==> config.mk <==
export PLATFORM = sky130hd
export DESIGN_NAME = crt_seq
export DESIGN_NICKNAME = d
export VERILOG_FILES = /design/src/sv/cosine_reciprocating_trajectory_assert.svh /design/src/sv/crt_pkg.sv /design/src/sv/crt_seq.sv
export SDC_FILE = /design/constraint.sdc
export NUM_CORES = 1
export LEC_CHECK = 0
export BUFFER_PORTS_ARGS = -buffer_cell sky130_fd_sc_hd__buf_4
export CORE_MARGIN = 4
export CORE_UTILIZATION = 30
export DETAILED_ROUTE_END_ITERATION = 7
export PLACE_DENSITY = 0.51
export SYNTH_ARGS = -nofsm -noshare
export SYNTH_HDL_FRONTEND = slang
export SYNTH_SLANG_ARGS = --single-unit
==> constraint.sdc <==
create_clock -name clk -period 12.12 [get_ports clk]
set_input_delay 1.212 -clock clk [delete_from_list [all_inputs] [get_ports clk]]
set_output_delay 1.212 -clock clk [all_outputs]
set_load 0.05 [all_outputs]
==> src/sv/cosine_reciprocating_trajectory_assert.svh <==
// Assertion macros for the raised-cosine trajectory generator
`ifndef COSINE_RECIPROCATING_TRAJECTORY_ASSERT_SVH
`define COSINE_RECIPROCATING_TRAJECTORY_ASSERT_SVH

`ifndef SYNTHESIS
`define CRT_ASSERT_IMPL(name, pre, post) \
  name: assert property (@(posedge clk) disable iff (rst) (pre) |-> (post)) \
    else $error("crt assertion failed");
`define CRT_ASSERT_NEXT(name, pre, post) \
  name: assert property (@(posedge clk) disable iff (rst) (pre) |=> (post)) \
    else $error("crt assertion failed");
`else
`define CRT_ASSERT_IMPL(name, pre, post)
`define CRT_ASSERT_NEXT(name, pre, post)
`endif

`endif

==> src/sv/crt_pkg.sv <==
// Shared types, constants and cosine table function for the trajectory generator
package crt_pkg;

  localparam int COS_TABLE_DEPTH = 256;
  localparam int POSITION_BITS = 32;
  localparam int COS_ADDR_BITS = $clog2(COS_TABLE_DEPTH);
  localparam int COS_IDX_BITS = COS_ADDR_BITS + 1;

  localparam logic [63:0] Q30_ONE = 64'd1 << 30;
  localparam logic [63:0] HALF_PI_Q30 = 64'd1686629713;

  typedef enum logic [1:0] {
    REG_AMPLITUDE = 2'd0,
    REG_PERIOD    = 2'd1,
    REG_CYCLES    = 2'd2,
    REG_STEP      = 2'd3
  } crt_reg_t;

  typedef enum logic [1:0] {
    SEG_IDLE   = 2'd0,
    SEG_RISE   = 2'd1,
    SEG_SWING  = 2'd2,
    SEG_RETURN = 2'd3
  } crt_seg_t;

  typedef struct packed {
    logic signed [31:0] amplitude;
    logic [31:0]        phase_step;
    logic [23:0]        total;
    logic [14:0]        half;
    logic [23:0]        tail_start;
  } crt_cfg_t;

  typedef struct packed {
    logic        tgt_valid;
    crt_seg_t    seg;
    logic [23:0] remaining;
    logic [31:0] phase;
    logic [31:0] base;
  } crt_s1_t;

  typedef struct packed {
    logic        tgt_valid;
    crt_seg_t    seg;
    logic [23:0] remaining;
    logic [30:0] w;
    logic [31:0] base;
  } crt_s2_t;

  typedef struct packed {
    logic               tgt_valid;
    crt_seg_t           seg;
    logic [23:0]        remaining;
    logic signed [63:0] prod;
    logic [31:0]        base;
  } crt_s3_t;

  function automatic logic [30:0] cos_entry(input int unsigned idx);
    logic [63:0] x;
    logic [63:0] x2;
    logic [63:0] t;
    logic signed [63:0] c;
    x = (64'(idx) * HALF_PI_Q30 + 64'(COS_TABLE_DEPTH / 2)) / 64'(COS_TABLE_DEPTH);
    x2 = (x * x) >> 30;
    t = Q30_ONE;
    t = Q30_ONE - ((x2 * t) >> 30) / 64'd182;
    t = Q30_ONE - ((x2 * t) >> 30) / 64'd132;
    t = Q30_ONE - ((x2 * t) >> 30) / 64'd90;
    t = Q30_ONE - ((x2 * t) >> 30) / 64'd56;
    t = Q30_ONE - ((x2 * t) >> 30) / 64'd30;
    t = Q30_ONE - ((x2 * t) >> 30) / 64'd12;
    c = $signed(Q30_ONE) - $signed(((x2 * t) >> 30) >> 1);
    if (c < 64'sd0) begin
      c = 64'sd0;
    end
    if (c > $signed(Q30_ONE)) begin
      c = $signed(Q30_ONE);
    end
    return c[30:0];
  endfunction

endpackage

==> src/sv/crt_seq.sv <==
// Tick sequencer: move state, segment choice, base latch and phase accumulator
module crt_seq import crt_pkg::*; (
  input  logic        clk,
  input  logic        rst,
  input  crt_cfg_t    cfg,
  input  logic        acc,
  input  logic [31:0] actual_position,
  input  logic        restart,
  output crt_s1_t     s1_next
);

  logic [23:0] tick_count;
  logic        running;
  logic [31:0] phase_angle;
  logic [31:0] base_position;

  logic [23:0] n;
  logic        active;
  logic        in_range;
  crt_seg_t    seg;
  logic        first;
  logic [23:0] half_ext;
  logic [31:0] phase_next;
  logic [31:0] base_next;

  always_comb begin
    half_ext = {9'd0, cfg.half};
    n        = restart ? 24'd1 : tick_count + 24'd1;
    active   = restart | running;
    in_range = active && (n != 24'd0) && (n <= cfg.total);
    if (n <= half_ext) begin
      seg   = SEG_RISE;
      first = (n == 24'd1);
    end else if (n <= cfg.tail_start) begin
      seg   = SEG_SWING;
      first = (n == half_ext + 24'd1);
    end else begin
      seg   = SEG_RETURN;
      first = (n == cfg.tail_start + 24'd1);
    end
    phase_next = first ? cfg.phase_step : phase_angle + cfg.phase_step;
    base_next  = first ? actual_position : base_position;

    s1_next.tgt_valid = in_range;
    s1_next.seg       = in_range ? seg : SEG_IDLE;
    s1_next.remaining = in_range ? cfg.total - n : 24'd0;
    s1_next.phase     = phase_next;
    s1_next.base      = base_next;
  end

  always_ff @(posedge clk) begin
    if (rst) begin
      tick_count    <= 24'd0;
      running       <= 1'b0;
      phase_angle   <= 32'd0;
      base_position <= 32'd0;
    end else if (acc && active) begin
      if (in_range) begin
        tick_count    <= n;
        running       <= (n < cfg.total);
        phase_angle   <= phase_next;
        base_position <= base_next;
      end else begin
        running <= 1'b0;
      end
    end
  end

endmodule

==> impl_metrics.toml, run 1 <==
[clock_tree]
cts_resized = 0
numCtsBuffers = 9
post_cts_buffers = 0
numClockSinks = 89
clk_latency_ns = 0.35
clock-root-buffer = "clkbuf_16"
clockBufferDepth = 2
cts_hold_buf = 0
cts_tree = "yes"
clk_pin_slew_ns = 0.08
cts_htree_levels = 3

[drt]
first_pass_iters = 5
via_per_inst = 5.457
ant_nets = 0
vias = 11095
wl_per_cell_um = 18.58
drtIter0Drc = 637
finalWirelength_um = 37770
drc = 0

[power]
ir_drop_v = 0.00007112
p_leak_uw = 0.005502
internal_power_uw = 652.2
swShare_pct = 44.13
pwr-share-clk_pct = 24.9
pwr-share-comb_pct = 48.1
switchingPower_uw = 515.2
power_density_nw_per_um2 = 92.19
power_frac_seq_pct = 27.0

[finish]
nets = 1842
synthToLayoutAreaGrowth_pct = 22.95
layout.cells.non_filler = 2033
insertedDiodeCount = 0
drive_gt1_share_pct = 20.00
fin_area_um2 = 12660
fill_cells = 3629

[timing]
fin_ws_ns = 2.969
fin_crit_sh_pct = 75.50
final-hold-violation-count = 0
tightest_slew_ns = 1.059
fmax_ghz = 0.1093
final.setup_skew_ns = 0.007343
maxSlewViolCount = 0
slew_headroom_pct = 29.42
period_minus_slack_ns = 9.151
report.final.setup_viol = 0
rsz0062_at_grt = "no"
setup_tns_ns = 0
timing.hold.ws_ns = 0.4719

[logic_synthesis]
synthCells = 1398
synth_compound_area_share_pct = 25.21
yosys_warnings = 0
synthesis.area_um2 = 10300
synth_top_family_by_area = "compound AO/OA/AOI/OAI gates"
synth-seq-area-share_pct = 17.30
async_reset_ff_share_pct = 0
synth_fp_nets = 1660
synth_adder_area_share_pct = 12.17
synth_mux_area_share_pct = 6.037
synth_top_area_share_pct = 17.30
synthXorXnorAreaFrac_pct = 7.823
ys_types = 74
yosys.area_share.simple_pct = 24.37
yosysTopAreaCell = "dfxtp_1"
ys_top_cells_by_area = "dfxtp_1, ha_1, xnor2_1"
synth_area_per_cell_um2 = 7.368
synth-edff-count = 0
synth-main-ff-cell = "dfxtp_1"
ys_ff_latch = 89

[global_routing]
grt_use_met3_pct = 3.148
grt-ovfl-total = 0
grt_use_total_pct = 19.07
grt_pass1_wl_um = 59100
use_met1_pct = 27.34
grt_pass1_vias = 10529
grtUsageMet2_pct = 30.89
top_usage_layer = "met2"
antenna_found_initial = 1
grt_max_degree = 86

[critical_path]
cp_max_fo = 46
critical_path_class = "reg -> out"
critPathArrivalTime_ns = 7.94
start_kind = "register"
endpoint_kind = "primary output"
required_ns = 10.91
r2r_cells = 17

[die]
initial_core_util_pct = 30.56
rows = 67
die_x_um = 193.3
core_um2 = 33700
pin_count = 254
dieArea_um2 = 37360
die_h_um = 193.3

[job]
drv_cap = 0

[run_status]
status = "complete, no violations"

[worst_hold_path]
min_path_cells = 2
hold_path.class = "reg -> reg"

[placed_design]
pre_cts_ws_ns = 3.397
gp_congestion = 0.8807
dpl.hpwl_um = 27530
placed_cells = 2017
numPortBuffers = 221
placed_area_um2 = 12370
-- power by group through the flow --
| stage | clock network, uW | registers, uW | logic, uW |
|---|---|---|---|
| global placement | 0 | 321 | 558 |
| global route | 311 | 317 | 604 |
| finish | 291 | 315 | 562 |
| floorplan | 0 | 320 | 396 |
| CTS | 299 | 315 | 562 |
| detailed placement | 0 | 322 | 560 |
-- final timing paths --
| check | end | start | slack [ns] |
|---|---|---|---|
| worst max-delay path | s1_next[59] | tick_count[2] | 2.97 |
| worst min-delay path | base_position[2] | base_position[2] | 0.47 |
| worst max register to register | phase_angle[31] | tick_count[2] | 4.79 |
| worst min register to register | base_position[2] | base_position[2] | 0.47 |
-- through the flow --
step / total power [uW] / utilization (%)
after detailed placement: 881.5 / 36.70
after floorplan: 715.6 / -
after global placement: 879.8 / 36.70
after CTS: 1177 / 37.58
final: 1167 / 37.58
after global routing: 1232 / 37.58
-- cell usage after synthesis, drive strengths merged (4+ instances only) --
| master | n |
|---|---|
| nand2 | 127 |
| a21oi | 123 |
| nor2 | 106 |
| inv | 104 |
| ha | 97 |
| dfxtp | 89 |
| xnor2 | 74 |
| nand3 | 71 |
| o21ai | 71 |
| nand4 | 59 |
| clkbuf | 57 |
| o31ai | 40 |
| mux2 | 39 |
| nor3 | 33 |
| a21o | 25 |
| a311oi | 24 |
| o211ai | 22 |
| nor4 | 19 |
| xor2 | 18 |
| a211oi | 14 |
| buf | 14 |
| nor2b | 14 |
| nand2b | 11 |
| a31oi | 10 |
| or4 | 10 |
| or2 | 9 |
| and3 | 8 |
| o21a | 8 |
| or3 | 8 |
| and2 | 7 |
| mux2i | 7 |
| and4 | 6 |
| o2111ai | 6 |
| o221ai | 6 |
| o31a | 6 |
| nor3b | 5 |
| o21bai | 5 |
| o22ai | 5 |
| o311ai | 4 |
-- cells by family (layout without fill, tap and decap cells) --
family                   Yosys count  in the layout
AND/OR/NAND/NOR                  500            500
multiplexers                      46             46
flip-flops                        89             89
buffers and inverters            175            362
adder cells (fa/ha/maj)           99             99
XOR/XNOR                          92             92
AO/OA/AOI/OAI                    397            397
-- cell usage in the layout (no fill, tap or decap), drive strengths merged, types with 9 or more instances in the layout --
| cell type | n |
|---|---|
| a211oi | 14 |
| a21o | 25 |
| a21oi | 123 |
| a311oi | 24 |
| a31oi | 10 |
| buf | 242 |
| clkbuf | 9 |
| dfxtp | 89 |
| ha | 97 |
| inv | 109 |
| mux2 | 39 |
| nand2 | 127 |
| nand2b | 11 |
| nand3 | 71 |
| nand4 | 59 |
| nor2 | 106 |
| nor2b | 14 |
| nor3 | 33 |
| nor4 | 19 |
| o211ai | 22 |
| o21ai | 71 |
| o31ai | 40 |
| or2 | 9 |
| or4 | 10 |
| xnor2 | 74 |
| xor2 | 18 |
-- flip-flops by register name (all words and copies together), names as in the netlist --
register / cells
base_position: 32
phase_angle: 32
tick_count: 24
running: 1
-- critical path: stages (launching register included) --
cell and delay (ns):
dfxtp_1 0.44, and4_1 0.30, nand3_1 0.25, nor4_1 0.44, mux2i_1 0.69, inv_1 0.24, ha_1 0.38, nand4_1 0.16
nor4_1 0.50, o31a_1 0.37, o21a_1 0.51, o211ai_1 0.22, a221oi_1 0.30, o2111ai_1 0.26, o31ai_4 0.87, buf_4 0.63
nand2_1 0.37, mux2_2 0.40, buf_4 0.20
-- routing by layer --
metal / wire length, um / share of wire [%]
met1: 18230 / 48
met2: 17190 / 45
met3: 1978 / 5.2
met4: 357 / 0.95
met5: 20 / 0.053
-- area by class of cell --
class                           instances  area (um2)  area share, %
Multi-Input combinational cell       1134        7819          61.74
Sequential cell                        89        1782          14.07
Timing Repair Buffer                  242        1817          14.35
Clock buffer                            9       225.2          1.778
Inverter                              104       390.4          3.083
Tap cell                              448       560.5          4.426
Clock inverter                          7       70.07         0.5533
Note: power is estimated with default switching activity, not from simulation.
==> run 2, diff against run 1 <==
Settings changed: ABC_AREA set to 1, PLACE_DENSITY 0.51 to 0.5.
Clock period 12.12 ns to 8.7 ns, I/O delays scaled along.
==> run 2 against run 1 <==
Effect of this change:
- setup slack got worse by 1.6 ns
- cell count increased by 26%
- via count increased by 12%
- largest cell class unchanged
- sequential cell count stayed put
- area after synthesis increased by 9.6%
- global-route usage shrank 0.21 points
- largest power group unchanged
- combinational power grew 100%
- critical path depth is 11 higher
- hold slack got worse by 0.0047 ns
==> impl_metrics.toml, run 2 <==
[logic_synthesis]
synth-seq-area-share_pct = 15.79
synth_top_area_share_pct = 17.66
synthCells = 1867
synthTopCellsByCount = "nand2_1, inv_1, nand3_1"
ys_types = 44
synth_fp_nets = 2129
async_reset_ff_share_pct = 0
synth-edff-count = 0
yosys_warnings = 0
ys_ff_latch = 89
synth_area_per_cell_um2 = 6.045
synth-main-ff-cell = "dfxtp_1"
yosysTopAreaCell = "nand2_1"
yosysMostFrequentCell = "nand2_1"
ys_top_cells_by_area = "nand2_1, dfxtp_1, ha_1"
synthesis.area_um2 = 11290

[critical_path]
critical_path_class = "reg -> out"
r2r_start = "tick_count[2]"
start_kind = "register"
r2r_cells = 30
critPathLaunch = "tick_count[2]"
required_ns = 7.83
crit_slowest_cell = "nand3_2"
endpoint_kind = "primary output"
cpPeakStageDelay_ns = 0.68
crit_top_cell = "nand2_1"
cp_max_fo = 36
critPathArrivalTime_ns = 6.49

[clock_tree]
post_cts_buffers = 0
clk_latency_ns = 0.35
cts_htree_levels = 3
clock-root-buffer = "clkbuf_16"
numClockSinks = 89
clk_pin_slew_ns = 0.07
clockBufferDepth = 2
cts_resized = 0
cts_tree = "yes"
numCtsBuffers = 9
cts_hold_buf = 0

[die]
rows = 70
initial_core_util_pct = 30.61
die_h_um = 202.0
pin_count = 254
dieArea_um2 = 40790
core_um2 = 36870
die_x_um = 202.0

[timing]
rsz0062_at_grt = "no"
setup_tns_ns = 0
final.setup_skew_ns = 0.008310
slew_headroom_pct = 26.05
report.final.setup_viol = 0
maxSlewViolCount = 0
final-hold-violation-count = 0
fin_crit_sh_pct = 84.57
tightest_slew_ns = 1.109
fmax_ghz = 0.1359
period_minus_slack_ns = 7.357

[worst_hold_path]
hold_path.class = "reg -> reg"
holdCritStartpoint = "running"
min_path_cells = 2

[drt]
ant_nets = 0
wl_per_cell_um = 15.58
vias = 12464
drc = 0
drtIter0Drc = 641
finalWirelength_um = 39950
first_pass_iters = 6
via_per_inst = 4.861

[job]
drv_cap = 0

[power]
power_density_nw_per_um2 = 147.2
ir_drop_v = 0.00009411
p_leak_uw = 0.007153

[placed_design]
placed_area_um2 = 13390
numPortBuffers = 221
dpl.hpwl_um = 31440
gp_congestion = 0.9137

[finish]
fin_area_um2 = 13670
insertedDiodeCount = 0
final_cell_mix = "nand2_1, inv_1, buf_4, nand3_1, nor2_1"
drive_gt1_share_pct = 16.50
nets = 2319
final_common_cell = "nand2_1"
synthToLayoutAreaGrowth_pct = 21.15
top_regs = "base_position (32), phase_angle (32), tick_count (24)"

[global_routing]
grt_pass1_wl_um = 62760
antenna_found_initial = 0
grt-ovfl-total = 0
grt_pass1_vias = 11708
grt_use_total_pct = 18.86
grt_max_degree = 102

[run_status]
status = "complete, no violations"
==> run 2: where the power goes <==
part,internal (uW),switching (uW),total (uW)
clock,228,177,405
sequential,444,23.2,467
combinational,353,788,1140
==> run 2: metal layers <==
metal | GRT usage (%) | part of all wire, % | vias up
li1 | - | - | 6471
met2 | 32.81 | 48 | 297
met5 | 0 | 0 | -
met3 | 2.503 | 4.6 | 30
met1 | 25.15 | 46 | 5666
met4 | 3.589 | 1.4 | 0
==> run 2: area by class of cell <==
cell class | instances | area, um2
repair buffers | 237 | 1792
well taps | 504 | 630.6
flip-flops and latches | 89 | 1782
multi-input cells | 1451 | 8172
inverters | 269 | 1012
clock inverters | 3 | 42.54
clock buffers | 11 | 242.7
fillers | 4106 | 23200
==> run 2: cell families (layout without fill, tap and decap cells) <==
group / Yosys count / count (layout) / synth area share [%]
xor gates and xnor gates: 69 / 69 / 5.355
DFF: 89 / 89 / 15.79
and+or+nand+nor: 981 / 981 / 40.22
AOI/OAI and AO/OA: 302 / 302 / 15.72
buffers and inverters: 327 / 520 / 11.81
adders and majority gates: 99 / 99 / 11.11
==> run 2: metrics by stage <==
stage          instances  hold slack [ns]  utilization (%)  power, uW  setup WS [ns]
6_report            2564           0.4672            37.08       2013          1.343
5_1_grt             2564           0.5027            37.08       2157         0.7502
3_5_place_dp        2550           0.4598            36.31       1618          1.460
2_1_floorplan       1867           0.4325                -       1292          3.390
4_1_cts             2564           0.4720            37.08       2040          1.334
3_3_place_gp        2550           0.4506            36.31       1614          1.491
==> run 2: critical path, delay by kind of cell (launching register included) <==
kind | cells | cell delay [ns]
and+or+nand+nor | 21 | 3.36
buffers and inverters | 5 | 1.09
DFF | 1 | 0.38
AOI/OAI and AO/OA | 2 | 0.91
adders and majority gates | 1 | 0.36
==> run 2: path summary, 6_finish.rpt <==
path	slack [ns]	endpoint
worst min register to register	0.47	running
worst min-delay path	0.47	running
worst max register to register	2.53	phase_angle[20]
worst max-delay path	1.34	s1_next[62]
