===== src/sv/cosine_reciprocating_trajectory_assert.svh =====
// Assertion macros for the raised-cosine trajectory generator
`ifndef COSINE_RECIPROCATING_TRAJECTORY_ASSERT_SVH
`define COSINE_RECIPROCATING_TRAJECTORY_ASSERT_SVH

`ifndef SYNTHESIS
`define CRT_ASSERT_IMPL(name, pre, post) \
  name: assert property (@(posedge clk) disable iff (rst) (pre) |-> (post)) \
    else $error("crt assertion failed");
`define CRT_ASSERT_NEXT(name, pre, post) \
  name: assert property (@(posedge clk) disable iff (rst) (pre) |=> (post)) \
    else $error("crt assertion failed");
`else
`define CRT_ASSERT_IMPL(name, pre, post)
`define CRT_ASSERT_NEXT(name, pre, post)
`endif

`endif


===== src/sv/crt_pkg.sv =====
// Shared types, constants and cosine table function for the trajectory generator
package crt_pkg;

  localparam int COS_TABLE_DEPTH = 256;
  localparam int POSITION_BITS = 32;
  localparam int COS_ADDR_BITS = $clog2(COS_TABLE_DEPTH);
  localparam int COS_IDX_BITS = COS_ADDR_BITS + 1;

  localparam logic [63:0] Q30_ONE = 64'd1 << 30;
  localparam logic [63:0] HALF_PI_Q30 = 64'd1686629713;

  typedef enum logic [1:0] {
    REG_AMPLITUDE = 2'd0,
    REG_PERIOD    = 2'd1,
    REG_CYCLES    = 2'd2,
    REG_STEP      = 2'd3
  } crt_reg_t;

  typedef enum logic [1:0] {
    SEG_IDLE   = 2'd0,
    SEG_RISE   = 2'd1,
    SEG_SWING  = 2'd2,
    SEG_RETURN = 2'd3
  } crt_seg_t;

  typedef struct packed {
    logic signed [31:0] amplitude;
    logic [31:0]        phase_step;
    logic [23:0]        total;
    logic [14:0]        half;
    logic [23:0]        tail_start;
  } crt_cfg_t;

  typedef struct packed {
    logic        tgt_valid;
    crt_seg_t    seg;
    logic [23:0] remaining;
    logic [31:0] phase;
    logic [31:0] base;
  } crt_s1_t;

  typedef struct packed {
    logic        tgt_valid;
    crt_seg_t    seg;
    logic [23:0] remaining;
    logic [30:0] w;
    logic [31:0] base;
  } crt_s2_t;

  typedef struct packed {
    logic               tgt_valid;
    crt_seg_t           seg;
    logic [23:0]        remaining;
    logic signed [63:0] prod;
    logic [31:0]        base;
  } crt_s3_t;

  function automatic logic [30:0] cos_entry(input int unsigned idx);
    logic [63:0] x;
    logic [63:0] x2;
    logic [63:0] t;
    logic signed [63:0] c;
    x = (64'(idx) * HALF_PI_Q30 + 64'(COS_TABLE_DEPTH / 2)) / 64'(COS_TABLE_DEPTH);
    x2 = (x * x) >> 30;
    t = Q30_ONE;
    t = Q30_ONE - ((x2 * t) >> 30) / 64'd182;
    t = Q30_ONE - ((x2 * t) >> 30) / 64'd132;
    t = Q30_ONE - ((x2 * t) >> 30) / 64'd90;
    t = Q30_ONE - ((x2 * t) >> 30) / 64'd56;
    t = Q30_ONE - ((x2 * t) >> 30) / 64'd30;
    t = Q30_ONE - ((x2 * t) >> 30) / 64'd12;
    c = $signed(Q30_ONE) - $signed(((x2 * t) >> 30) >> 1);
    if (c < 64'sd0) begin
      c = 64'sd0;
    end
    if (c > $signed(Q30_ONE)) begin
      c = $signed(Q30_ONE);
    end
    return c[30:0];
  endfunction

endpackage


===== src/sv/crt_cfg.sv =====
// APB register file with derived move length and segment bounds
module crt_cfg import crt_pkg::*; (
  input  logic        clk,
  input  logic        rst,
  input  logic        psel,
  input  logic        penable,
  input  logic        pwrite,
  input  logic [3:0]  paddr,
  input  logic [31:0] pwdata,
  output logic [31:0] prdata,
  output crt_cfg_t    cfg
);

  logic signed [31:0] amplitude;
  logic [15:0]        period_ticks;
  logic [7:0]         cycle_count;
  logic [31:0]        phase_step;
  logic [23:0]        total;
  logic [14:0]        half;
  logic [23:0]        tail_start;

  logic        wr;
  crt_reg_t    sel;
  logic [15:0] period_next;
  logic [7:0]  cycle_next;
  logic [23:0] total_next;
  logic [14:0] half_next;

  assign wr  = psel & penable & pwrite;
  assign sel = crt_reg_t'(paddr[3:2]);

  always_comb begin
    period_next = (wr && sel == REG_PERIOD) ? pwdata[15:0] : period_ticks;
    cycle_next  = (wr && sel == REG_CYCLES) ? pwdata[7:0] : cycle_count;
    total_next  = {8'd0, period_next} * {16'd0, cycle_next};
    half_next   = period_next[15:1];
  end

  always_ff @(posedge clk) begin
    if (rst) begin
      amplitude    <= 32'sd0;
      period_ticks <= 16'd1000;
      cycle_count  <= 8'd2;
      phase_step   <= 32'd4294967;
      total        <= 24'd2000;
      half         <= 15'd500;
      tail_start   <= 24'd1500;
    end else begin
      if (wr && sel == REG_AMPLITUDE) begin
        amplitude <= $signed(pwdata);
      end
      if (wr && sel == REG_STEP) begin
        phase_step <= pwdata;
      end
      period_ticks <= period_next;
      cycle_count  <= cycle_next;
      total        <= total_next;
      half         <= half_next;
      tail_start   <= total_next - {9'd0, half_next};
    end
  end

  always_comb begin
    case (sel)
      REG_AMPLITUDE: prdata = amplitude;
      REG_PERIOD:    prdata = {16'd0, period_ticks};
      REG_CYCLES:    prdata = {24'd0, cycle_count};
      REG_STEP:      prdata = phase_step;
      default:       prdata = 32'd0;
    endcase
  end

  assign cfg.amplitude  = amplitude;
  assign cfg.phase_step = phase_step;
  assign cfg.total      = total;
  assign cfg.half       = half;
  assign cfg.tail_start = tail_start;

endmodule


===== config.mk =====
export PLATFORM = sky130hd
export DESIGN_NAME = crt_cfg
export DESIGN_NICKNAME = d
export VERILOG_FILES = /design/src/sv/cosine_reciprocating_trajectory_assert.svh /design/src/sv/crt_pkg.sv /design/src/sv/crt_cfg.sv
export SDC_FILE = /design/constraint.sdc
export NUM_CORES = 1
export LEC_CHECK = 0
export ABC_CLOCK_PERIOD_IN_PS = 10150
export BUFFER_PORTS_ARGS = -buffer_cell sky130_fd_sc_hd__buf_2
export CAP_MARGIN = 20
export CORE_AREA = 4 4 118 164
export CTS_CLUSTER_DIAMETER = 120
export DETAILED_ROUTE_END_ITERATION = 10
export DIE_AREA = 0 0 122 168
export GPL_TIMING_DRIVEN = 0
export PLACE_DENSITY = 0.83
export SLEW_MARGIN = 20
export SYNTH_ARGS = -nofsm -noshare
export SYNTH_HDL_FRONTEND = slang
export SYNTH_SLANG_ARGS = --single-unit

===== constraint.sdc =====
create_clock -name clk -period 10.15 [get_ports clk]
set_clock_uncertainty 0.1 [all_clocks]
set_input_delay 1.015 -clock clk [delete_from_list [all_inputs] [get_ports clk]]
set_output_delay 1.015 -clock clk [all_outputs]
set_load 0.005 [all_outputs]

==> results.rst, run 1 <==
.. list-table::
   :header-rows: 1

   * - Metric
     - Value
   * - Syn Inst Count
     - 1144
   * - Sinks on Clock Net
     - 136
   * - Number of flops mapped to enable cells by yosys
     - 0
   * - Congestion Overflow GR
     - 0
   * - VDD IR-drop max
     - 0.000112 V
   * - Layout overhead on the synthesized area
     - 19.6%
   * - Mapped cell area
     - 9850 um^2
   * - Setup repair after global routing missed its margin
     - no
   * - Gates resized, CTS repair
     - 0
   * - Slew Viols, Final
     - 0
   * - Met3 routing resource usage after global routing
     - 0.0531
   * - Vias in the first global route
     - 9575
   * - Fraction of registers with async set/reset
     - 0
   * - Status
     - finished clean
   * - Vias per cell
     - 5.70
   * - P_leak
     - 5.73 nW
   * - Post-synthesis share of cell area spent on xor and xnor gates
     - 0.0221
   * - Multiplexer share of the synthesized area
     - 0.0630
   * - Share of synthesized area occupied by flip-flops and latches
     - 0.276
   * - Average wire per standard cell
     - 18.8 um
   * - Net count after synthesis
     - 1329
   * - CP Launch Type
     - input port
   * - HP Class
     - flip-flop to flip-flop
   * - Initial antenna violation count
     - 0
   * - Port Buf Inserts
     - 197
   * - Global-route usage over all layers
     - 0.302
   * - Highest clock rate
     - 108 MHz
   * - Global-route wire length before repair
     - 48.6 mm
   * - Predominant post-synthesis flop cell
     - sky130_fd_sc_hd__dfxtp_1
   * - Leading cell type in the layout, fill and taps excluded
     - sky130_fd_sc_hd__buf_2
   * - Post-CTS setup repair buffer count
     - 0
   * - Period Utilization, post-route
     - 0.911
   * - Remaining antenna violation count after routing
     - 0
   * - Critical Setup Path Class
     - input port to flip-flop
   * - DRC violation count after routing
     - 0
   * - Die Y-Extent
     - 168 um
   * - Met2 Resource Use GR
     - 0.526
   * - Slew at the pin closest to its max-slew limit
     - 1.09 ns
   * - Number of placement rows
     - 58
   * - Compound-gate portion of the synthesized area
     - 0.130
   * - Floorplan die width
     - 122 um
   * - Post-detailed-placement half-perimeter wirelength
     - 23.0 mm
   * - Setup tns final
     - 0 ns
   * - Final weighted congestion in routability-driven placement
     - 0.910
   * - Utilization of the core after routing
     - 0.657
   * - Root Buffer Master
     - sky130_fd_sc_hd__clkbuf_16
   * - Most used cells in the layout excluding fill and tap cells
     - 199 x sky130_fd_sc_hd__buf_2, 195 x sky130_fd_sc_hd__nand2_1, 136 x sky130_fd_sc_hd__dfxtp_1
   * - Average footprint of a synthesized cell
     - 8.61 um^2
   * - Data required time of the critical path
     - 10.37 ns
   * - Global-route met1 utilization
     - 0.341
   * - Count of distinct cell types in the synthesized netlist
     - 67
   * - Initial standard-cell utilization of the core
     - 0.550
   * - Synthesis-stage register bit count
     - 136
   * - Net count reported at finish
     - 1545
   * - TritonCTS clock tree
     - done
   * - CP max FO
     - 10
   * - Relative max-transition margin
     - 0.251
   * - Yosys warning count
     - 0
   * - Min cycle time layout
     - 9.25 ns
   * - Maximum buffer depth of the clock tree
     - 2
   * - Post-Route WL
     - 30.4 mm
   * - Capturing element type of the critical path
     - flip-flop
   * - Pre-Repair DR Iteration Count
     - 8
   * - CTS clock-pin slew for the worst setup and hold paths
     - 0.07 ns
   * - Htree depth
     - 4
   * - Number of buffers inserted by hold repair at cts
     - 0
   * - Top Usage Layer GRT
     - met2
   * - Maximum number of pins on one net before global-route repair
     - 17
   * - Routed via count
     - 9196
   * - Layout cell share with drive strength beyond 1
     - 0.227
   * - Iteration-0 DRC Markers
     - 814
   * - # setup viols final
     - 0
   * - Placeable core region
     - 17900 um^2
   * - Max Cap Violations
     - 0
   * - Power density cells
     - 138 nW/um^2
   * - Synthesized-area fraction occupied by adder cells
     - 0.248
   * - Clock latency at the later pin of the worst-skew pair
     - 0.43 ns
   * - Hold Vio Cnt, Final
     - 0
   * - Diodes inserted
     - 0
   * - Largest family of logic cells by synthesized area
     - adder cells
   * - TritonCTS buffer count
     - 17
   * - Area enclosed by the die boundary
     - 20500 um^2
   * - Fraction of the mapped netlist area in simple logic gates
     - 0.189
   * - I/O pin count
     - 200
   * - Worst EP arrival
     - 9.47 ns
[registers in the layout, summed over array words and instances, names as in the netlist]
name	flops
phase_step	32
total	24
tail_start	24
amplitude	32
period_ticks	16
cycle_count	8
[final cells by class]
class | count | area [um^2]
fillers | 1493 | 6140
inverters | 106 | 398
multi-input cells | 838 | 6430
flip-flops and latches | 136 | 2720
clock inverters | 15 | 201
repair buffers | 197 | 986
well taps | 240 | 300
clock buffers | 17 | 425
plain buffers | 64 | 322
[path summary, 6_finish.rpt]
kind | start | to | slack [ns] | cells past startpoint
worst max register to register | cycle_count[2] | tail_start[22] | 2.73 | 24
worst min-delay path | phase_step[25] | phase_step[25] | 0.37 | 2
worst max-delay path | paddr[2] | tail_start[22] | 0.90 | 28
worst min register to register | phase_step[25] | phase_step[25] | 0.37 | 2
[cells in the mapped netlist, types with 6 or more instances]
library cell               instances  area, um^2
sky130_fd_sc_hd__a21oi_1          77         385
sky130_fd_sc_hd__nand3_1          20         100
sky130_fd_sc_hd__and2_1           14        87.6
sky130_fd_sc_hd__a21o_1            8        60.1
sky130_fd_sc_hd__clkbuf_1         42         158
sky130_fd_sc_hd__buf_4            15         113
sky130_fd_sc_hd__fa_1             85        1700
sky130_fd_sc_hd__dfxtp_1         136        2720
sky130_fd_sc_hd__nand2_1         195         732
sky130_fd_sc_hd__nor3_1           10        50.1
sky130_fd_sc_hd__mux4_2            8         180
sky130_fd_sc_hd__xnor2_1          14         123
sky130_fd_sc_hd__nand2b_1         13        81.3
sky130_fd_sc_hd__a211oi_1          7        52.6
sky130_fd_sc_hd__o21ai_0          26         130
sky130_fd_sc_hd__o21a_1            8        60.1
sky130_fd_sc_hd__a22o_1           16         140
sky130_fd_sc_hd__mux2i_1          26         260
sky130_fd_sc_hd__ha_1             59         738
sky130_fd_sc_hd__xor2_1            9        78.8
sky130_fd_sc_hd__inv_1           106         398
sky130_fd_sc_hd__nor2b_1           8        50.1
sky130_fd_sc_hd__mux2_2           15         169
sky130_fd_sc_hd__o211ai_1          6        45.0
sky130_fd_sc_hd__or2_2            18         113
sky130_fd_sc_hd__nor2_1          131         492
[cells by family after synthesis]
logic type      after synthesis
flops                       136
simple gates                430
mux                          50
xor+xnor                     24
buf+inv                     170
fa+ha+maj                   144
compound gates              190
[per-layer routing]
layer | vias to the layer above | part of all wire
met2 | 528 | 0.50
li1 | 4201 | -
met1 | 4347 | 0.37
met4 | 0 | 0.055
met5 | - | 0
met3 | 120 | 0.081
[power by group]
part           leakage [nW]  switching [mW]  internal, mW
logic                  4.32           0.212         0.155
clock network         0.308           0.291         0.378
registers              1.10          0.0130         0.571
total                  5.73           0.516          1.10
[worst max-delay path, stage by stage]
cell and delay [ns]:
sky130_fd_sc_hd__buf_2 0.11, sky130_fd_sc_hd__clkbuf_1 0.30, sky130_fd_sc_hd__nor3b_1 0.89, sky130_fd_sc_hd__buf_2 0.41
sky130_fd_sc_hd__mux2i_1 0.40, sky130_fd_sc_hd__clkbuf_1 0.53, sky130_fd_sc_hd__nor2_1 0.15, sky130_fd_sc_hd__fa_1 0.56
sky130_fd_sc_hd__inv_1 0.06, sky130_fd_sc_hd__fa_1 0.53, sky130_fd_sc_hd__inv_1 0.05, sky130_fd_sc_hd__fa_1 0.49
sky130_fd_sc_hd__inv_1 0.07, sky130_fd_sc_hd__fa_1 0.49, sky130_fd_sc_hd__inv_1 0.04, sky130_fd_sc_hd__ha_1 0.36
sky130_fd_sc_hd__nand3_2 0.10, sky130_fd_sc_hd__or4b_4 0.52, sky130_fd_sc_hd__a21oi_4 0.27, sky130_fd_sc_hd__o21ai_0 0.12
sky130_fd_sc_hd__nand2_1 0.09, sky130_fd_sc_hd__xor2_1 0.27, sky130_fd_sc_hd__ha_1 0.31, sky130_fd_sc_hd__and2_1 0.22
sky130_fd_sc_hd__a21oi_1 0.21, sky130_fd_sc_hd__nand2_1 0.12, sky130_fd_sc_hd__nor4_1 0.41, sky130_fd_sc_hd__mux2_1 0.37
[metrics by stage]
stage	instances	hold WS, ns	setup slack, ns	cell area, um^2	power [mW]
floorplan	1144	0.363	2.06	9850	0.832
global route	1613	0.389	0.360	11800	1.69
CTS	1613	0.371	0.977	11800	1.61
finish	1613	0.370	0.903	11800	1.62
detailed placement	1581	0.361	0.643	11100	0.948
global placement	1581	0.353	0.767	11100	0.943
No activity file was read; power rests on OpenSTA's default activity.
==> inputs of run 2 (changes only) <==
Settings changed: BUFFER_PORTS_ARGS -buffer_cell sky130_fd_sc_hd__buf_2 to -buffer_cell sky130_fd_sc_hd__buf_4, CORE_AREA 4 4 118 164 to 4 4 116 162, CTS_BUF_LIST set to sky130_fd_sc_hd__clkbuf_4, DIE_AREA 0 0 122 168 to 0 0 120 166, PLACE_DENSITY 0.83 to 0.85.
==> run 2 against run 1 <==
  * Global-route usage is 0.46 points lower
  * Sequential power hardly changed
  * Combinational power is 5.7% higher
  * Via count is 0.59% lower
  * Worst hold slack better by 0.015 ns
  * Critical path type unchanged
  * Largest cell class unchanged
==> results.rst, run 2 (synthesis results as in run 1) <==
.. list-table::
   :header-rows: 1

   * - Metric
     - Value
   * - Status
     - finished clean
   * - Relative max-transition margin
     - 0.259
   * - Capturing element type of the critical path
     - flip-flop
   * - Post-Route WL
     - 30.0 mm
   * - Leading cell type in the layout, fill and taps excluded
     - sky130_fd_sc_hd__buf_4
   * - Setup tns final
     - 0 ns
   * - Critical-path cell with the highest stage delay
     - sky130_fd_sc_hd__nor3b_1
   * - CTS clock-pin slew for the worst setup and hold paths
     - 0.14 ns
   * - Worst-case reg-to-reg path depth
     - 24
   * - VDD IR-drop max
     - 0.000126 V
   * - Post-detailed-placement half-perimeter wirelength
     - 23.7 mm
   * - Timing startpoint of the critical path
     - paddr[2]
   * - DRC violation count after routing
     - 0
   * - Setup repair after global routing missed its margin
     - no
   * - Global-route usage over all layers
     - 0.297
   * - P_leak
     - 5.65 nW
   * - TritonCTS buffer count
     - 17
   * - TritonCTS clock tree
     - done
   * - Non-Filler Cell Area, Final
     - 11900 um^2
   * - Post-CTS setup repair buffer count
     - 0
   * - Initial antenna violation count
     - 1
   * - Remaining antenna violation count after routing
     - 0
   * - Final weighted congestion in routability-driven placement
     - 0.964
   * - Average wire per standard cell
     - 18.6 um
   * - Area enclosed by the die boundary
     - 19900 um^2
   * - Hold Path Origin
     - amplitude[14]
   * - Slowest stage delay, CP
     - 0.87 ns
   * - Global-route wire length before repair
     - 47.1 mm
   * - Power density cells
     - 114 nW/um^2
   * - Slew Viols, Final
     - 0
   * - Hold Path Stages
     - 2
   * - Vias in the first global route
     - 9198
   * - Sinks on Clock Net
     - 136
   * - Initial standard-cell utilization of the core
     - 0.569
   * - Routed via count
     - 9142
   * - Layout cell share with drive strength beyond 1
     - 0.226
   * - Most used cells in the layout excluding fill and tap cells
     - 212 x sky130_fd_sc_hd__buf_4, 195 x sky130_fd_sc_hd__nand2_1, 136 x sky130_fd_sc_hd__dfxtp_1
   * - Slew at the pin closest to its max-slew limit
     - 1.08 ns
   * - Gates resized, CTS repair
     - 0
   * - Hold Vio Cnt, Final
     - 0
   * - Highest clock rate
     - 112 MHz
   * - Floorplan die width
     - 120 um
   * - Vias per cell
     - 5.67
   * - Worst-case register-to-register setup slack
     - 2.77 ns
   * - Layout overhead on the synthesized area
     - 21.1%
   * - I/O pin count
     - 200
   * - CP Launch Type
     - input port
   * - CP max FO
     - 10
   * - Top Registers
     - amplitude: 32 flops, phase_step: 32 flops
   * - Root Buffer Master
     - sky130_fd_sc_hd__clkbuf_4
   * - Htree depth
     - 4
   * - Net count reported at finish
     - 1546
   * - Clock latency at the later pin of the worst-skew pair
     - 0.58 ns
   * - Port Buf Inserts
     - 197
   * - Maximum number of pins on one net before global-route repair
     - 17
   * - Period Utilization, post-route
     - 0.879
   * - # setup viols final
     - 0
   * - Area post-placement
     - 11600 um^2
   * - End of the worst register-to-register path
     - tail_start[22]
   * - Iteration-0 DRC Markers
     - 828
   * - Min cycle time layout
     - 8.93 ns
   * - Hold Crit Endpoint
     - amplitude[14]
   * - Reg2reg start
     - cycle_count[2]
   * - Placeable core region
     - 17300 um^2
   * - Worst EP arrival
     - 9.31 ns
   * - Min Hold Slack
     - 0.385 ns
   * - Die Y-Extent
     - 166 um
   * - Data required time of the critical path
     - 10.53 ns
   * - Critical Setup Path Class
     - input port to flip-flop
   * - HP Class
     - flip-flop to flip-flop
   * - Maximum buffer depth of the clock tree
     - 2
   * - Congestion Overflow GR
     - 0
   * - Pre-Repair DR Iteration Count
     - 8
   * - Post-route total power
     - 1.35 mW
   * - Number of placement rows
     - 57
   * - Max Cap Violations
     - 0
   * - Number of buffers inserted by hold repair at cts
     - 0
==> run 2: cell count changes in the layout (fill, tap and decap cells not counted), sizes merged <==
cell	before	now
bufinv	2	1
clkinvlp	0	2
clkinv	4	5
buf	219	220
inv	115	113
diode	0	1
==> run 2: routing by layer <==
layer | routed length [um] | vias to the layer above | track usage
li1 | - | 4203 | -
met1 | 11000 | 4344 | 0.335
met2 | 15300 | 500 | 0.531
met3 | 2310 | 95 | 0.0552
met4 | 1430 | 0 | 0.150
met5 | 0 | - | 0
==> run 2: through the flow <==
stage	std cells	setup slack, ns	utilization
3_3_place_gp	1577	0.718	0.671
5_1_grt	1611	0.872	0.689
2_1_floorplan	1144	2.06	-
3_5_place_dp	1578	0.547	0.672
6_report	1611	1.22	0.689
4_1_cts	1610	1.15	0.688
==> run 2: worst max-delay path by stage <==
stage,end,slack [ns],cells after the start
3_3_place_gp,tail_start[22],0.72,28
5_1_grt,tail_start[22],0.87,28
4_1_cts,tail_start[22],1.15,26
3_5_place_dp,tail_start[22],0.55,26
2_1_floorplan,tail_start[22],2.06,27
6_report,tail_start[22],1.22,28
==> run 2: worst max-delay path: cells and delay by family <==
family          cells  cell delay, ns
xor+xnor            1            0.22
fa+ha+maj           6            2.69
simple gates        8            2.44
compound gates      3            0.62
mux                 2            0.79
buf+inv             8            1.54
==> run 2: report_power, final <==
part | leakage, nW | internal [mW] | switching (mW)
clock | 0.150 | 0.131 | 0.250
combinational | 4.40 | 0.179 | 0.209
sequential | 1.10 | 0.571 | 0.0145
==> run 2: layout make-up <==
class / count / area (um^2)
multi-input combinational: 838 / 6420
fill: 1378 / 5400
sequential: 136 / 2720
timing repair buffer: 198 / 1480
inverter: 106 / 398
buffer: 64 / 322
tap: 236 / 295
clock inverter: 15 / 160
clock buffer: 17 / 128
antenna: 1 / 2.50
==> inputs of run 3 (changes only) <==
Settings changed: CORE_AREA 4 4 116 162 to 4 4 118 164, CTS_BUF_LIST sky130_fd_sc_hd__clkbuf_4 to not set, DIE_AREA 0 0 120 166 to 0 0 122 168, PLACE_DENSITY 0.85 to 0.83.
==> run 3 against run 2 <==
  * Sequential power about the same
  * Critical endpoint unchanged
  * First-iteration DRC count decreased by 20%
  * Sequential share of layout area decreased by 0.57 points
==> results.rst, run 3 (synthesis results as in run 1) <==
.. list-table::
   :header-rows: 1

   * - Metric
     - Value
   * - Floorplan die width
     - 122 um
   * - CP max FO
     - 10
   * - Top Registers
     - amplitude: 32 flops, phase_step: 32 flops
   * - Max Cap Violations
     - 0
   * - Highest clock rate
     - 108 MHz
   * - Period Utilization, post-route
     - 0.913
   * - Die Y-Extent
     - 168 um
   * - Data required time of the critical path
     - 10.37 ns
   * - TritonCTS clock tree
     - done
   * - P_leak
     - 5.79 nW
   * - Status
     - finished clean
   * - Htree depth
     - 4
   * - Relative max-transition margin
     - 0.224
   * - Clock latency at the later pin of the worst-skew pair
     - 0.43 ns
   * - Setup tns final
     - 0 ns
   * - Worst-case register-to-register setup slack
     - 2.78 ns
   * - Reg2reg start
     - cycle_count[2]
   * - Initial standard-cell utilization of the core
     - 0.550
   * - Placeable core region
     - 17900 um^2
   * - Diodes inserted
     - 0
   * - Layout overhead on the synthesized area
     - 24.2%
   * - Final weighted congestion in routability-driven placement
     - 0.974
   * - Root Buffer Master
     - sky130_fd_sc_hd__clkbuf_16
   * - DRC violation count after routing
     - 0
   * - Power density cells
     - 131 nW/um^2
   * - Pre-Repair DR Iteration Count
     - 5
   * - Capturing element type of the critical path
     - flip-flop
   * - CP Launch Type
     - input port
   * - Slew at the pin closest to its max-slew limit
     - 1.13 ns
   * - TritonCTS buffer count
     - 17
   * - Global-route wire length before repair
     - 47.1 mm
   * - Leading cell type in the layout, fill and taps excluded
     - sky130_fd_sc_hd__buf_4
   * - Number of placement rows
     - 58
   * - Net count reported at finish
     - 1545
   * - Vias in the first global route
     - 9392
   * - Post-CTS setup repair buffer count
     - 0
   * - Worst-case reg-to-reg path depth
     - 22
   * - Utilization of the core after routing
     - 0.683
   * - Congestion Overflow GR
     - 0
   * - Critical Setup Path Class
     - input port to flip-flop
   * - Timing startpoint of the critical path
     - pwrite
   * - Layout cell share with drive strength beyond 1
     - 0.226
   * - Hold Vio Cnt, Final
     - 0
   * - Number of buffers inserted by hold repair at cts
     - 0
   * - Slew Viols, Final
     - 0
   * - CP endpoint
     - tail_start[22]
   * - CTS clock-pin slew for the worst setup and hold paths
     - 0.07 ns
   * - HP Class
     - flip-flop to flip-flop
   * - Gates resized, CTS repair
     - 0
   * - Vias per cell
     - 5.67
   * - Routed via count
     - 9138
   * - I/O pin count
     - 200
   * - Most used cells in the layout excluding fill and tap cells
     - 212 x sky130_fd_sc_hd__buf_4, 195 x sky130_fd_sc_hd__nand2_1, 136 x sky130_fd_sc_hd__dfxtp_1
   * - Post-detailed-placement half-perimeter wirelength
     - 23.3 mm
   * - Post-route total power
     - 1.61 mW
   * - Average wire per standard cell
     - 18.7 um
   * - Remaining antenna violation count after routing
     - 0
   * - VDD IR-drop max
     - 0.000112 V
   * - # setup viols final
     - 0
   * - End of the worst register-to-register path
     - tail_start[22]
   * - Sinks on Clock Net
     - 136
   * - Global-route usage over all layers
     - 0.295
   * - Maximum number of pins on one net before global-route repair
     - 17
   * - Iteration-0 DRC Markers
     - 660
   * - Post-Route WL
     - 30.2 mm
   * - Initial antenna violation count
     - 0
   * - Setup repair after global routing missed its margin
     - no
   * - Min cycle time layout
     - 9.27 ns
   * - Area enclosed by the die boundary
     - 20500 um^2
   * - Maximum buffer depth of the clock tree
     - 2
   * - Port Buf Inserts
     - 197
   * - Worst EP arrival
     - 9.49 ns
==> run 3: worst min path at each step <==
stage	end	from	cells past startpoint	slack, ns
floorplan	phase_step[3]	phase_step[3]	2	0.36
global placement	phase_step[7]	phase_step[7]	2	0.35
detailed placement	amplitude[24]	amplitude[24]	2	0.36
CTS	amplitude[24]	amplitude[24]	2	0.37
global route	phase_step[13]	phase_step[13]	2	0.39
finish	amplitude[24]	amplitude[24]	2	0.37
==> run 3: per-stage QoR <==
stage / area, um^2 / hold slack, ns / cells / setup slack, ns
6_report: 12200 / 0.371 / 1613 / 0.883
5_1_grt: 12200 / 0.392 / 1613 / 0.620
4_1_cts: 12200 / 0.372 / 1613 / 1.04
3_5_place_dp: 11600 / 0.364 / 1581 / 0.611
3_3_place_gp: 11600 / 0.354 / 1581 / 0.732
2_1_floorplan: 9850 / 0.363 / 1144 / 2.06
==> run 3: layout make-up <==
type,count,area [um^2]
clock buffer,18,439
fill,1369,5680
buffer,64,322
timing repair buffer,197,1480
multi-input combinational,838,6420
clock inverter,14,156
tap,240,300
inverter,106,398
sequential,136,2720
==> run 3: critical path, cell delays in order <==
cell and delay (ns):
sky130_fd_sc_hd__buf_4 0.07, sky130_fd_sc_hd__nand3_1 0.18, sky130_fd_sc_hd__nor3b_1 0.23, sky130_fd_sc_hd__clkbuf_1 0.51
sky130_fd_sc_hd__buf_1 0.69, sky130_fd_sc_hd__mux2i_1 1.01, sky130_fd_sc_hd__nor2_1 0.19, sky130_fd_sc_hd__fa_1 0.59
sky130_fd_sc_hd__inv_1 0.06, sky130_fd_sc_hd__fa_1 0.56, sky130_fd_sc_hd__fa_1 0.44, sky130_fd_sc_hd__fa_1 0.51
sky130_fd_sc_hd__inv_1 0.06, sky130_fd_sc_hd__ha_1 0.43, sky130_fd_sc_hd__nand3_2 0.12, sky130_fd_sc_hd__or4b_4 0.52
sky130_fd_sc_hd__a21oi_4 0.28, sky130_fd_sc_hd__o21ai_0 0.14, sky130_fd_sc_hd__nand2_1 0.11, sky130_fd_sc_hd__xor2_1 0.22
sky130_fd_sc_hd__ha_1 0.29, sky130_fd_sc_hd__and2_1 0.22, sky130_fd_sc_hd__a21oi_1 0.20, sky130_fd_sc_hd__nand2_1 0.12
sky130_fd_sc_hd__nor4_1 0.35, sky130_fd_sc_hd__mux2_1 0.37
==> run 3: report_power, final <==
part           switching (mW)  leakage, nW  internal, mW
Sequential             0.0145         1.10         0.571
Clock                   0.280        0.287         0.355
Combinational           0.207         4.40         0.179
==> run 3: per-layer routing <==
| layer | routed length (um) | share of wire | global-route usage |
|---|---|---|---|
| met1 | 10800 | 0.36 | 0.329 |
| met2 | 15300 | 0.51 | 0.529 |
| met3 | 2640 | 0.088 | 0.0565 |
| met4 | 1440 | 0.048 | 0.149 |
| met5 | 0 | 0 | 0 |
